[src/hdl/rph_ram.sv]
`timescale 1ns / 1ps

module rph_ram #(
    parameter int WIDTH = 8,
    parameter int DEPTH = 16
) (
    input  logic                     i_clk,
    input  logic                     i_we,
    input  logic [$clog2(DEPTH)-1:0] i_waddr,
    input  logic [WIDTH-1:0]         i_wdata,
    input  logic [$clog2(DEPTH)-1:0] i_raddr_a,
    input  logic [$clog2(DEPTH)-1:0] i_raddr_b,
    output logic [WIDTH-1:0]         o_rdata_a,
    output logic [WIDTH-1:0]         o_rdata_b
);

    logic [WIDTH-1:0] r_mem [DEPTH];
    logic [WIDTH-1:0] r_rdata_a;
    logic [WIDTH-1:0] r_rdata_b;

    always_ff @(posedge i_clk) begin
        if (i_we) begin
            r_mem[i_waddr] <= i_wdata;
        end
        r_rdata_a <= r_mem[i_raddr_a];
        r_rdata_b <= r_mem[i_raddr_b];
    end

    assign o_rdata_a = r_rdata_a;
    assign o_rdata_b = r_rdata_b;

endmodule

[config.mk]
export PLATFORM = sky130hd
export DESIGN_NAME = rph_ram
export DESIGN_NICKNAME = d
export VERILOG_FILES = /design/src/hdl/rph_ram.sv
export SDC_FILE = /design/constraint.sdc
export NUM_CORES = 1
export LEC_CHECK = 0
export BUFFER_PORTS_ARGS = -buffer_cell sky130_fd_sc_hd__buf_2
export CAP_MARGIN = 30
export CORE_MARGIN = 3
export CORE_UTILIZATION = 35
export DETAILED_ROUTE_END_ITERATION = 16
export PLACE_DENSITY = 0.53
export SKIP_LAST_GASP = 1
export SYNTH_ARGS = -nofsm -noshare
export SYNTH_HDL_FRONTEND = slang
export SYNTH_SLANG_ARGS = --single-unit
export TNS_END_PERCENT = 100
[constraint.sdc]
create_clock -name i_clk -period 3.4 [get_ports i_clk]
set_input_delay 0.68 -clock i_clk [delete_from_list [all_inputs] [get_ports i_clk]]
set_output_delay 0.68 -clock i_clk [all_outputs]
set_load 0.01 [all_outputs]
==> results <==
- The initial cell density of the core is 0.3619.
- The achievable frequency is between 400 and 500 MHz.
- The total track usage is 0.1619.
- The initialized floorplan defines 48 standard-cell rows.
- The share of total power dissipated in the clock network is 0.478.
- The layout-stage area growth over the synthesis result is 18.16%.
- In the routed design, unresolved DRC markers number 0.
- The H-tree depth is 4.
- The number of hold violations in the final report is 0.
- The aggregate global routing overflow is 0.
- The number of cells on the worst hold path is 1.
- The TritonCTS sink count is about 140.
- The number of warnings issued by yosys is 0.
- In this run the worst path has a maximum fanout of 14.
- Synthesis produced between 300 and 400 cells.
- The first global-routing pass estimated approximately 23000 um of wire.
- The final total negative setup slack is 0 ns.
- In this run the critical register-to-register path is launched from r_mem[2][0]$_DFFE_PP_.
- In this run the remaining antenna-violating nets after routing total 0.
- Once the clock tree was built, the resizer swapped 0 gates to a different size.
- The ratio of cells with drive above 1 in the final layout is 0.3298.
- In this run the horizontal extent of the chip is around 140 um.
- The total CTS buffers is 17.
- The analysis attributes to net switching a power of between 0.0008 and 0.0009 W.
- The clock edge transition at the registers on the reported setup and hold paths is 0.06 ns.
- The final route contains between 3000 and 4000 vias.
- The TritonCTS clock tree is yes.
- The final weighted congestion of routability-driven global placement is 0.7730.
- The number of nets in the layout is 388.
- The cell-internal power is between 0.003 and 0.004 W.
- The setup-violating endpoint count in the final report is 0.
- In this run the tightest slew margin relative to its limit is 0.4098.
- The analysis attributes to cell leakage a power of about 2.6 nW.
- The I/O pin count is 38.
- The clock passes through at most 2 buffers.
- The number of different library cells in the post-synthesis netlist is 20.
- The power share of the combinational group is 0.069.
- Setup repair after global routing left no endpoint under its margin.
- The antenna cell count is 0.
- The vias per cell is between 5 and 6.
- At the pin with the least slew margin, the transition time is around 0.88 ns.
- During placement, the flow inserted port buffers numbering 37.
- The floorplan die height is between 100 and 150 um.
- The number of global-route vias before repair came to 3591.
- The clock latency on the worst-skew pair is roughly 0.42 ns.
- The mean routed wirelength per cell is roughly 25 um.
- The power per unit of standard cell area is about 590 mW/mm^2.
- The number of buffers inserted by post-CTS setup repair is 0.
- The final critical-path required period is 2.148 ns.
- The critical path goes through buf_2 -> buf_4 -> mux4_1 -> a22oi_1 -> nand2_1.
- For the worst setup path, the data required time is around 3.7 ns.
- The initial DRC count is approximately 210.
- The CTS root buffer is sky130_fd_sc_hd__clkbuf_16.
- The length in cells of the worst reg-to-reg path is 3.
- The die covers about 0.02 sq mm.
- The slowest library cell on the worst path is sky130_fd_sc_hd__mux4_1.
- The worst register-to-register path has a setup slack of 1.81 ns.
- The flow ran to the end, and the final reports show no timing, DRC or antenna violations.
- The synthesis-stage register bit count is 144.
- Entering global routing, the biggest net connects 25 pins.
- The synthesized netlist occupies a cell area of between 0.006 and 0.007 sq mm.
- Data arrives at the worst endpoint at about 2.5 ns.
- The number of hold-repair buffers added at the cts stage is 0.
- The number of nets produced by synthesis is 329.
- The number of buffer and inverter stages on the critical path is 2.
- A synthesized cell averages 20.67 sq um.
- The total of max-cap violations is 0.
- The initial antenna violation count is 0.
- The endpoint of the most critical register-to-register path is o_rdata_a[0]$_DFF_P_.
- The endpoint of the worst hold-timing path is r_mem[3][7]$_DFFE_PP_.
- The post-route clock skew is between 0.005 and 0.006 ns.
- Of the total power, registers draw 0.452.
- The wire length reported by the detailed router is approximately 15000 um.
- Before antenna repair, the detailed router went through 4 iterations.
- The type of the worst setup path is in -> reg.
- The logic depth of the worst path, buffers included is 5.
- On the worst path, the slowest cell contributes a delay of 0.59 ns.
- Among cell families on the critical path, the largest total delay comes from buffers and inverters.
- STA classifies the critical path endpoint as a flop.
- At the end of the flow the core is filled with cells to 0.4276.
- The estimated wirelength of the detail-placed design is around 10000 um.
- The worst voltage drop across the vdd grid is about 0.00036 V.
- In this run the worst hold path is classified as in -> reg.
- In the finished design, the share of the clock period the worst path needs comes to 0.6319.
- The critical hold path startpoint is i_wdata[7].
- The worst setup path is launched from an input port.
- The share of the Yosys chip area taken by registers is 0.6562.
- The proportion of total power due to net switching is 0.1960.
- The total area inside the core boundary comes to between 0.015 and 0.02 sq mm.
- The final count of pins violating max slew is 0.
per-layer routing:
metal  wire, um  up-vias  GRT usage
li1           -     1459          -
met1       6735     1759     0.2284
met2       7537      127     0.2548
met3       1005       10    0.04206
met4         99        0    0.03825
met5          0        -          0
cell usage after synthesis (all sizes together):
cell type	n	share of area
or3b	1	0.0014
nand3	1	0.00079
mux4	64	0.24
nor2	14	0.0083
edfxtp	128	0.61
a22oi	32	0.038
nand3b	2	0.0024
nor2b	2	0.0020
buf	14	0.018
dfxtp	16	0.050
nand2	17	0.010
nor3	4	0.0032
and2b	2	0.0024
nand2b	2	0.0020
clkdlybuf4s25	6	0.0095
and2	2	0.0020
how the worst max path moves through the flow:
stage	start	end	slack, ns
after CTS	i_raddr_a[0]	o_rdata_a[4]$_DFF_P_	1.28
final	i_raddr_a[0]	o_rdata_a[3]$_DFF_P_	1.25
after global placement	i_raddr_a[0]	o_rdata_a[4]$_DFF_P_	0.82
after detailed placement	i_raddr_a[0]	o_rdata_a[4]$_DFF_P_	0.85
after global routing	i_raddr_a[0]	o_rdata_a[3]$_DFF_P_	1.20
after floorplan	i_waddr[2]	r_mem[0][0]$_DFFE_PP_	1.23
area by class of cell:
| type | count | area (sq um) |
|---|---|---|
| Tap cell | 225 | 281.5 |
| Sequential cell | 144 | 4164 |
| Fill cell | 1543 | 10040 |
| Clock inverter | 13 | 240.2 |
| Timing Repair Buffer | 60 | 370.4 |
| Clock buffer | 19 | 432.9 |
| Multi-Input combinational cell | 143 | 2009 |
through the flow:
step                      std cells  total power (W)  instance area [sq um]  setup slack (ns)  hold slack, ns
after CTS                       604         0.004460                   7498             1.280          0.6406
after detailed placement        572         0.002346                   6825            0.8453          0.6884
after global routing            604         0.004567                   7498             1.195          0.6562
after floorplan                 307         0.002221                   6346             1.227          0.6471
final                           604         0.004422                   7498             1.252          0.6529
after global placement          572         0.002342                   6825            0.8221          0.6784
power by group through the flow:
| stage | Clock [W] | Combinational (W) | Sequential, W |
|---|---|---|---|
| 2_1_floorplan | 0 | 0.000179 | 0.00204 |
| 3_3_place_gp | 0 | 0.000307 | 0.00204 |
| 3_5_place_dp | 0 | 0.000309 | 0.00204 |
| 4_1_cts | 0.00215 | 0.000310 | 0.00200 |
| 5_1_grt | 0.00223 | 0.000329 | 0.00201 |
| 6_report | 0.00212 | 0.000307 | 0.00200 |
cells in the final DEF (no fill, tap or decap):
cell type and instances:
sky130_fd_sc_hd__buf_4 22, sky130_fd_sc_hd__mux4_4 2, sky130_fd_sc_hd__clkinv_2 3, sky130_fd_sc_hd__and2b_1 2
sky130_fd_sc_hd__nand2_1 17, sky130_fd_sc_hd__nor2b_1 2, sky130_fd_sc_hd__buf_12 1, sky130_fd_sc_hd__edfxtp_1 128
sky130_fd_sc_hd__clkinv_1 2, sky130_fd_sc_hd__buf_2 37, sky130_fd_sc_hd__clkbuf_1 2, sky130_fd_sc_hd__clkbuf_16 17
sky130_fd_sc_hd__nor2_1 14, sky130_fd_sc_hd__mux4_1 28, sky130_fd_sc_hd__and2_1 2, sky130_fd_sc_hd__clkinvlp_4 1
sky130_fd_sc_hd__nand3b_1 2, sky130_fd_sc_hd__bufinv_16 7, sky130_fd_sc_hd__dfxtp_1 16, sky130_fd_sc_hd__mux4_2 34
sky130_fd_sc_hd__or3b_2 1, sky130_fd_sc_hd__nand3_1 1, sky130_fd_sc_hd__nor3_1 4, sky130_fd_sc_hd__a22oi_1 32
sky130_fd_sc_hd__nand2b_1 2
cells by family (layout without fill, tap and decap cells):
family | after synthesis | in the layout | share of synthesized area
flip-flops | 144 | 144 | 0.6562
multiplexers | 64 | 64 | 0.2445
AND/OR/NAND/NOR | 47 | 47 | 0.03430
AO/OA/AOI/OAI | 32 | 32 | 0.03785
buffers and inverters | 20 | 92 | 0.02721
flip-flops by register name, indices dropped and copies added, names as in the netlist:
name and cells:
r_mem 128, o_rdata_a 8, o_rdata_b 8
Power figures use the tool's default switching activity.
