File: config.mk
export PLATFORM = sky130hd
export DESIGN_NAME = rph_seq
export DESIGN_NICKNAME = d
export VERILOG_FILES = /design/src/hdl/rph_pkg.sv /design/src/hdl/rph_seq.sv
export SDC_FILE = /design/constraint.sdc
export NUM_CORES = 1
export LEC_CHECK = 0
export BUFFER_PORTS_ARGS = -buffer_cell sky130_fd_sc_hd__buf_2
export CAP_MARGIN = 25
export CORE_MARGIN = 10
export CORE_UTILIZATION = 48
export DETAILED_ROUTE_END_ITERATION = 8
export PLACE_DENSITY = 0.8
export SYNTH_ARGS = -nofsm -noshare
export SYNTH_HDL_FRONTEND = slang
export SYNTH_SLANG_ARGS = --single-unit
File: constraint.sdc
create_clock -name i_clk -period 4.7 [get_ports i_clk]
set_input_delay 0.47 -clock i_clk [delete_from_list [all_inputs] [get_ports i_clk]]
set_output_delay 0.47 -clock i_clk [all_outputs]
set_load 0.05 [all_outputs]
File: src/hdl/rph_pkg.sv
`timescale 1ns / 1ps

package rph_pkg;

    localparam int HEAP_DEPTH = 64;
    localparam int TIME_BITS  = 32;
    localparam int ID_BITS    = 8;
    localparam int IDX_BITS   = $clog2(HEAP_DEPTH);
    localparam int CNT_BITS   = $clog2(HEAP_DEPTH + 1);

    typedef enum logic {
        OP_PUSH = 1'b0,
        OP_POP  = 1'b1
    } t_op;

    typedef enum logic [1:0] {
        ST_OK    = 2'd0,
        ST_FULL  = 2'd1,
        ST_EMPTY = 2'd2
    } t_status;

    typedef struct packed {
        t_op                  op;
        logic [TIME_BITS-1:0] arrival_stamp;
        logic [TIME_BITS-1:0] deadline;
        logic [ID_BITS-1:0]   requester_id;
    } t_req;

    typedef struct packed {
        t_status              status;
        logic [TIME_BITS-1:0] out_arrival;
        logic [TIME_BITS-1:0] out_deadline;
        logic [ID_BITS-1:0]   out_requester;
        logic [CNT_BITS-1:0]  occupancy;
    } t_rsp;

    // One heap entry as it sits in the entry memory.
    typedef struct packed {
        logic [TIME_BITS-1:0] arrival;
        logic [TIME_BITS-1:0] deadline;
        logic [ID_BITS-1:0]   requester;
    } t_entry;

    localparam int ENTRY_BITS = $bits(t_entry);

    // Memory command from the sequencer: one write and two reads per cycle.
    typedef struct packed {
        logic                we;
        logic [IDX_BITS-1:0] waddr;
        t_entry              wdata;
        logic [IDX_BITS-1:0] raddr_a;
        logic [IDX_BITS-1:0] raddr_b;
    } t_mem_cmd;

    typedef enum logic [2:0] {
        S_IDLE,
        S_UP_RD,
        S_UP_CMP,
        S_POP_RD,
        S_POP_LD,
        S_DN_RD,
        S_DN_CMP,
        S_RESULT
    } t_state;

    // True when x is strictly ahead of y under the given mode.
    function automatic logic ranks_first(input t_entry x, input t_entry y, input logic mode);
        logic [TIME_BITS-1:0] kx;
        logic [TIME_BITS-1:0] ky;
        kx = mode ? x.deadline : x.arrival;
        ky = mode ? y.deadline : y.arrival;
        if (kx != ky) begin
            return kx < ky;
        end
        return x.requester < y.requester;
    endfunction

endpackage

File: src/hdl/rph_seq.sv
`timescale 1ns / 1ps

module rph_seq (
    input  logic              i_clk,
    input  logic              i_rst_n,
    input  logic              i_start,
    output logic              o_busy,
    input  rph_pkg::t_req     i_req,
    input  logic              i_mode,
    output rph_pkg::t_mem_cmd o_mem,
    input  rph_pkg::t_entry   i_rd_a,
    input  rph_pkg::t_entry   i_rd_b,
    output logic              o_strobe,
    output rph_pkg::t_rsp     o_rsp
);

    import rph_pkg::*;

    localparam int WIDE = IDX_BITS + 1;

    t_state              r_state, n_state;
    logic [CNT_BITS-1:0] r_count, n_count;
    logic [IDX_BITS-1:0] r_hole,  n_hole;
    t_entry              r_held,  n_held;
    t_entry              r_out,   n_out;
    t_status             r_status, n_status;
    logic                r_rv,    n_rv;

    logic                w_accept;
    logic                w_full;
    logic                w_empty;
    logic                w_last;
    logic [IDX_BITS-1:0] w_parent;
    logic                w_up_win;
    logic [WIDE-1:0]     w_l_wide;
    logic [WIDE-1:0]     w_r_wide;
    logic                w_l_in;
    logic                w_r_in;
    logic                w_l_first;
    logic                w_r_over_l;
    logic                w_r_over_held;
    logic                w_pick_r;
    logic                w_pick_l;

    assign w_accept = i_start && (r_state == S_IDLE);
    assign w_full   = (r_count == CNT_BITS'(HEAP_DEPTH));
    assign w_empty  = (r_count == '0);
    assign w_last   = (r_count == CNT_BITS'(1));

    // Sift-up: the held entry moves up while it beats its parent.
    assign w_parent = IDX_BITS'((r_hole - IDX_BITS'(1)) >> 1);
    assign w_up_win = ranks_first(r_held, i_rd_a, i_mode);

    // Sift-down: children of the hole; the right child is only looked at
    // when the left one exists, so its index cannot wrap.
    assign w_l_wide = {r_hole, 1'b1};
    assign w_r_wide = w_l_wide + WIDE'(1);
    assign w_l_in   = w_l_wide < WIDE'(r_count);
    assign w_r_in   = w_r_wide < WIDE'(r_count);

    assign w_l_first     = ranks_first(i_rd_a, r_held, i_mode);
    assign w_r_over_l    = ranks_first(i_rd_b, i_rd_a, i_mode);
    assign w_r_over_held = ranks_first(i_rd_b, r_held, i_mode);
    assign w_pick_r      = r_rv && (w_l_first ? w_r_over_l : w_r_over_held);
    assign w_pick_l      = w_l_first && !w_pick_r;

    always_comb begin
        n_state = r_state;
        unique case (r_state)
            S_IDLE: begin
                if (w_accept) begin
                    if (i_req.op == OP_PUSH) begin
                        n_state = w_full ? S_RESULT : S_UP_RD;
                    end else begin
                        n_state = w_empty ? S_RESULT : S_POP_RD;
                    end
                end
            end
            S_UP_RD: begin
                n_state = (r_hole == '0) ? S_RESULT : S_UP_CMP;
            end
            S_UP_CMP: begin
                n_state = w_up_win ? S_UP_RD : S_RESULT;
            end
            S_POP_RD: begin
                n_state = S_POP_LD;
            end
            S_POP_LD: begin
                n_state = w_last ? S_RESULT : S_DN_RD;
            end
            S_DN_RD: begin
                n_state = w_l_in ? S_DN_CMP : S_RESULT;
            end
            S_DN_CMP: begin
                n_state = (w_pick_l || w_pick_r) ? S_DN_RD : S_RESULT;
            end
            S_RESULT: begin
                n_state = S_IDLE;
            end
            default: begin
                n_state = S_IDLE;
            end
        endcase
    end

    always_comb begin
        n_count        = r_count;
        n_hole         = r_hole;
        n_held         = r_held;
        n_out          = r_out;
        n_status       = r_status;
        n_rv           = r_rv;
        o_mem.we       = 1'b0;
        o_mem.waddr    = r_hole;
        o_mem.wdata    = r_held;
        o_mem.raddr_a  = '0;
        o_mem.raddr_b  = '0;
        unique case (r_state)
            S_IDLE: begin
                if (w_accept) begin
                    n_out    = '0;
                    n_status = ST_OK;
                    if (i_req.op == OP_PUSH) begin
                        if (w_full) begin
                            n_status = ST_FULL;
                        end else begin
                            n_held.arrival   = i_req.arrival_stamp;
                            n_held.deadline  = i_req.deadline;
                            n_held.requester = i_req.requester_id;
                            n_hole           = r_count[IDX_BITS-1:0];
                            n_count          = r_count + CNT_BITS'(1);
                        end
                    end else if (w_empty) begin
                        n_status = ST_EMPTY;
                    end
                end
            end
            S_UP_RD: begin
                if (r_hole == '0) begin
                    o_mem.we = 1'b1;
                end else begin
                    o_mem.raddr_a = w_parent;
                end
            end
            S_UP_CMP: begin
                o_mem.we = 1'b1;
                if (w_up_win) begin
                    o_mem.wdata = i_rd_a;
                    n_hole      = w_parent;
                end
            end
            S_POP_RD: begin
                o_mem.raddr_b = IDX_BITS'(r_count - CNT_BITS'(1));
            end
            S_POP_LD: begin
                n_out   = i_rd_a;
                n_held  = i_rd_b;
                n_count = r_count - CNT_BITS'(1);
                n_hole  = '0;
            end
            S_DN_RD: begin
                if (w_l_in) begin
                    o_mem.raddr_a = w_l_wide[IDX_BITS-1:0];
                    o_mem.raddr_b = w_r_wide[IDX_BITS-1:0];
                    n_rv          = w_r_in;
                end else begin
                    o_mem.we = 1'b1;
                end
            end
            S_DN_CMP: begin
                o_mem.we = 1'b1;
                if (w_pick_r) begin
                    o_mem.wdata = i_rd_b;
                    n_hole      = w_r_wide[IDX_BITS-1:0];
                end else if (w_pick_l) begin
                    o_mem.wdata = i_rd_a;
                    n_hole      = w_l_wide[IDX_BITS-1:0];
                end
            end
            S_RESULT: begin
            end
            default: begin
            end
        endcase
    end

    always_ff @(posedge i_clk) begin
        if (!i_rst_n) begin
            r_state <= S_IDLE;
            r_count <= '0;
        end else begin
            r_state <= n_state;
            r_count <= n_count;
        end
        r_hole   <= n_hole;
        r_held   <= n_held;
        r_out    <= n_out;
        r_status <= n_status;
        r_rv     <= n_rv;
    end

    assign o_busy              = (r_state != S_IDLE);
    assign o_strobe            = (r_state == S_RESULT);
    assign o_rsp.status        = r_status;
    assign o_rsp.out_arrival   = r_out.arrival;
    assign o_rsp.out_deadline  = r_out.deadline;
    assign o_rsp.out_requester = r_out.requester;
    assign o_rsp.occupancy     = r_count;

endmodule

==> impl_metrics.ini <==
[run_status]
status = finished clean

[layout]
ff_latch_area_sq_um = 4800
area_growth_syn_to_layout_pct = 27.0
multi_input_area_sq_um = 7440
drive_above_1_share_pct = 30.1
nNetsFinal = 2071
fin_util_pct = 62.0
num-fill-cells = 2219

[cts]
clk_transition_reported_paths_ps = 80
cts-htree-levels = 4
numCtsBuffers = 17
clk_latency_ps = 440
cts.sinks = 163
clock_path_buffers = 2
cts_tree = built
clock-root-buffer = clkbuf_16

[placement]
dp_hpwl_um = 36400
gp_congestion = 0.903
io_buffers = 394

[power]
power_density_nw_per_um2 = 722
vdd_drop_max_uv = 547
leakage_nw = 8.00

[grt]
gr-usage-met2_pct = 45.6
grt.busiest_layer = met2
use_met3_pct = 6.83
overflow = 0
antenna_found_initial = 3
grtUsageTotal_pct = 27.7
grt_max_degree = 87
grtUsageMet1_pct = 35.0
grt_pass1_vias = 12785
grt_pass1_wl_um = 74000

[sta]
tightest_slew_ps = 1040
hold_violations = 0
slew_headroom_pct = 30.8
finalClockSkew_ps = 9.35
fin_crit_sh_pct = 97.9
post-route-min-period_ps = 4600
max_freq_mhz = 217
setup_viol = 0
maxSlewViolCount = 0
rsz0062_at_grt = true
whs_ps = 296

[critical_path]
cp-start-kind = primary input
cpPeakStageDelay_ps = 460
crit_path_end_kind = output port
cpMaxStageDelayCell = a221o_1
critical_path_arrival_ps = 4130
path_class = primary input to output port
critPathRequiredTime_ps = 4230
crit_fanout = 35
crit_top_cell = buf_12
crit_chain = buf_16 -> clkbuf_16 -> mux2i_1 -> inv_1 -> ha_1 -> nand4_1 -> nor4_2 -> a21boi_0 -> o31a_1 -> o22ai_1 -> a21oi_1 -> a21bo_2 -> buf_12 -> a221o_1 -> buf_12

[drt]
drt_wl_total_um = 49700
drc = 0
num_vias = 12858
viasPerCell = 6.24
initialDrtViolationCount = 1226
drtPass1Iterations = 6
ant_nets = 0
wire_per_inst_um = 24.1

[floorplan]
core_area_sq_um = 26100
die_h_um = 183
die_area_sq_um = 33400
die_w_um = 183
rows = 59
boundaryPins = 395
start_util_pct = 48.8

[hold_path]
hp-class = primary input to register

[yosys]
yosysWarnings = 0
synthAdderAreaFrac_pct = 13.4
yosys.area.top_type = edfxtp_1
yosys.cell_types.count = 61
synth_seq_cells = 163
syn_inst = 1346
synth_mux_area_share_pct = 8.20
synth_area_leaders = edfxtp_1 36%, ha_1 13%, nand2_1 7.8%
synth_top_cell_area_share_pct = 36.1
netlist_area_sq_um = 12700
synth_edf_count = 153
synthXorXnorAreaFrac_pct = 1.31
synth_top_family_by_area = simple AND/OR/NAND/NOR gates
async_reset_ff_share_pct = 0
avgSynthCellArea_sq_um = 9.45
syn-num-nets = 1703
ys_seq_area_share_pct = 37.7
synth_top_flop_cell = edfxtp_1
synth-compound-area-share_pct = 13.7
yosys.area_share.simple_pct = 20.8

[flow_run]
max-cap-violations = 0
cell usage after synthesis (2+ instances only):
library cell / instances
a2111oi_0: 2
a211oi_1: 7
a21o_1: 13
a21oi_1: 56
a221o_1: 74
a22oi_1: 2
a31oi_1: 2
a41oi_1: 2
and2_1: 7
and3_1: 138
and4_1: 2
buf_1: 12
buf_2: 8
buf_6: 7
clkbuf_1: 56
dfxtp_1: 10
edfxtp_1: 153
ha_1: 136
inv_1: 67
mux2_2: 32
mux2i_1: 66
nand2_1: 263
nand2b_1: 10
nand3_1: 20
nand4_1: 31
nor2_1: 40
nor2b_1: 5
nor3_1: 15
nor4_1: 10
o211ai_1: 5
o21a_1: 7
o21ai_0: 28
o22ai_1: 10
o31a_1: 2
o31ai_1: 4
or2_2: 2
xnor2_1: 17
xor2_1: 2
what timing repair did:
| item | in CTS | in global routing |
|---|---|---|
| setup endpoints to repair | 72 | 72 |
| pin swaps | 9 | 7 |
| gates resized for setup | 32 | 54 |
| hold buffers | 0 | 0 |
| setup buffers | 4 | 0 |
| gates cloned | 3 | 2 |
power by group:
| group | total, W | switching [W] | internal, W |
|---|---|---|---|
| Clock | 0.00141 | 0.000668 | 0.000740 |
| Sequential | 0.00286 | 0.000441 | 0.00242 |
| Combinational | 0.00741 | 0.00525 | 0.00216 |
| Total | 0.0117 | 0.00636 | 0.00531 |
routing by layer:
layer	routed length, um	vias to the layer above
met2	23400	885
met5	21	-
met3	5330	126
met4	1640	4
met1	19300	6080
li1	-	5763
layout by cell type (no fill, tap or decap), types with 9 or more instances in the layout:
cell	count
buf_2	343
nand2_1	262
edfxtp_1	153
and3_1	138
ha_1	136
a221o_1	74
inv_1	66
mux2i_1	62
a21oi_1	56
nor2_1	38
buf_4	36
mux2_2	32
nand4_1	31
clkbuf_4	30
o21ai_0	28
nand3_1	20
clkbuf_16	19
xnor2_1	17
buf_12	14
a21o_1	13
nor3_1	13
nand2b_1	10
o22ai_1	9
dfxtp_1	9
kinds of logic after synthesis:
group,count (synthesis)
and+or+nand+nor,548
AOI/OAI and AO/OA,231
DFF,163
buffers and inverters,150
adders and majority gates,136
muxes,99
xor gates and xnor gates,19
through the flow:
stage / cells / total power, W / area (sq um) / worst slack [ps] / setup TNS (ps)
2_1_floorplan: 1346 / 0.00789 / 12700 / 79.9 / 0
3_3_place_gp: 2019 / 0.00974 / 15100 / -247 / -13950
3_5_place_dp: 2019 / 0.00986 / 15100 / -370 / -21600
4_1_cts: 2057 / 0.0114 / 15900 / 27.3 / 0
5_1_grt: 2061 / 0.0122 / 16200 / -18.1 / -18.6
6_report: 2062 / 0.0117 / 16200 / 97.2 / 0
sequential cells by signal (all words and copies together) (netlist names):
signal,count
r_status,2
r_rv,1
o_rsp,72
r_count,7
r_held,72
r_hole,6
r_state,3
critical path: cells and delay by family:
family / cells / cell delay, ps
fa+ha+maj: 1 / 290
buf+inv: 5 / 830
simple gates: 2 / 600
mux: 1 / 320
compound gates: 6 / 1600
path summary, 6_finish.rpt:
kind              startpoint  cells past startpoint          end  slack, ps
hold / removal      i_req[4]                      3    r_held[4]        300
setup / recovery      i_mode                     15    o_mem[58]        100
hold reg to reg   r_count[6]                      2  r_status[0]        620
setup reg to reg  r_held[55]                     11    r_hole[1]       1200
area by class of cell:
cell class / instances / share of cell area [%]
Timing Repair Buffer: 432 / 16.7
Clock buffer: 19 / 2.68
Antenna cell: 1 / 0.0155
Inverter: 67 / 1.56
Clock inverter: 12 / 0.767
Tap cell: 335 / 2.59
Multi-Input combinational cell: 1033 / 46.0
Sequential cell: 163 / 29.7
(Power assumes the default switching activity.)
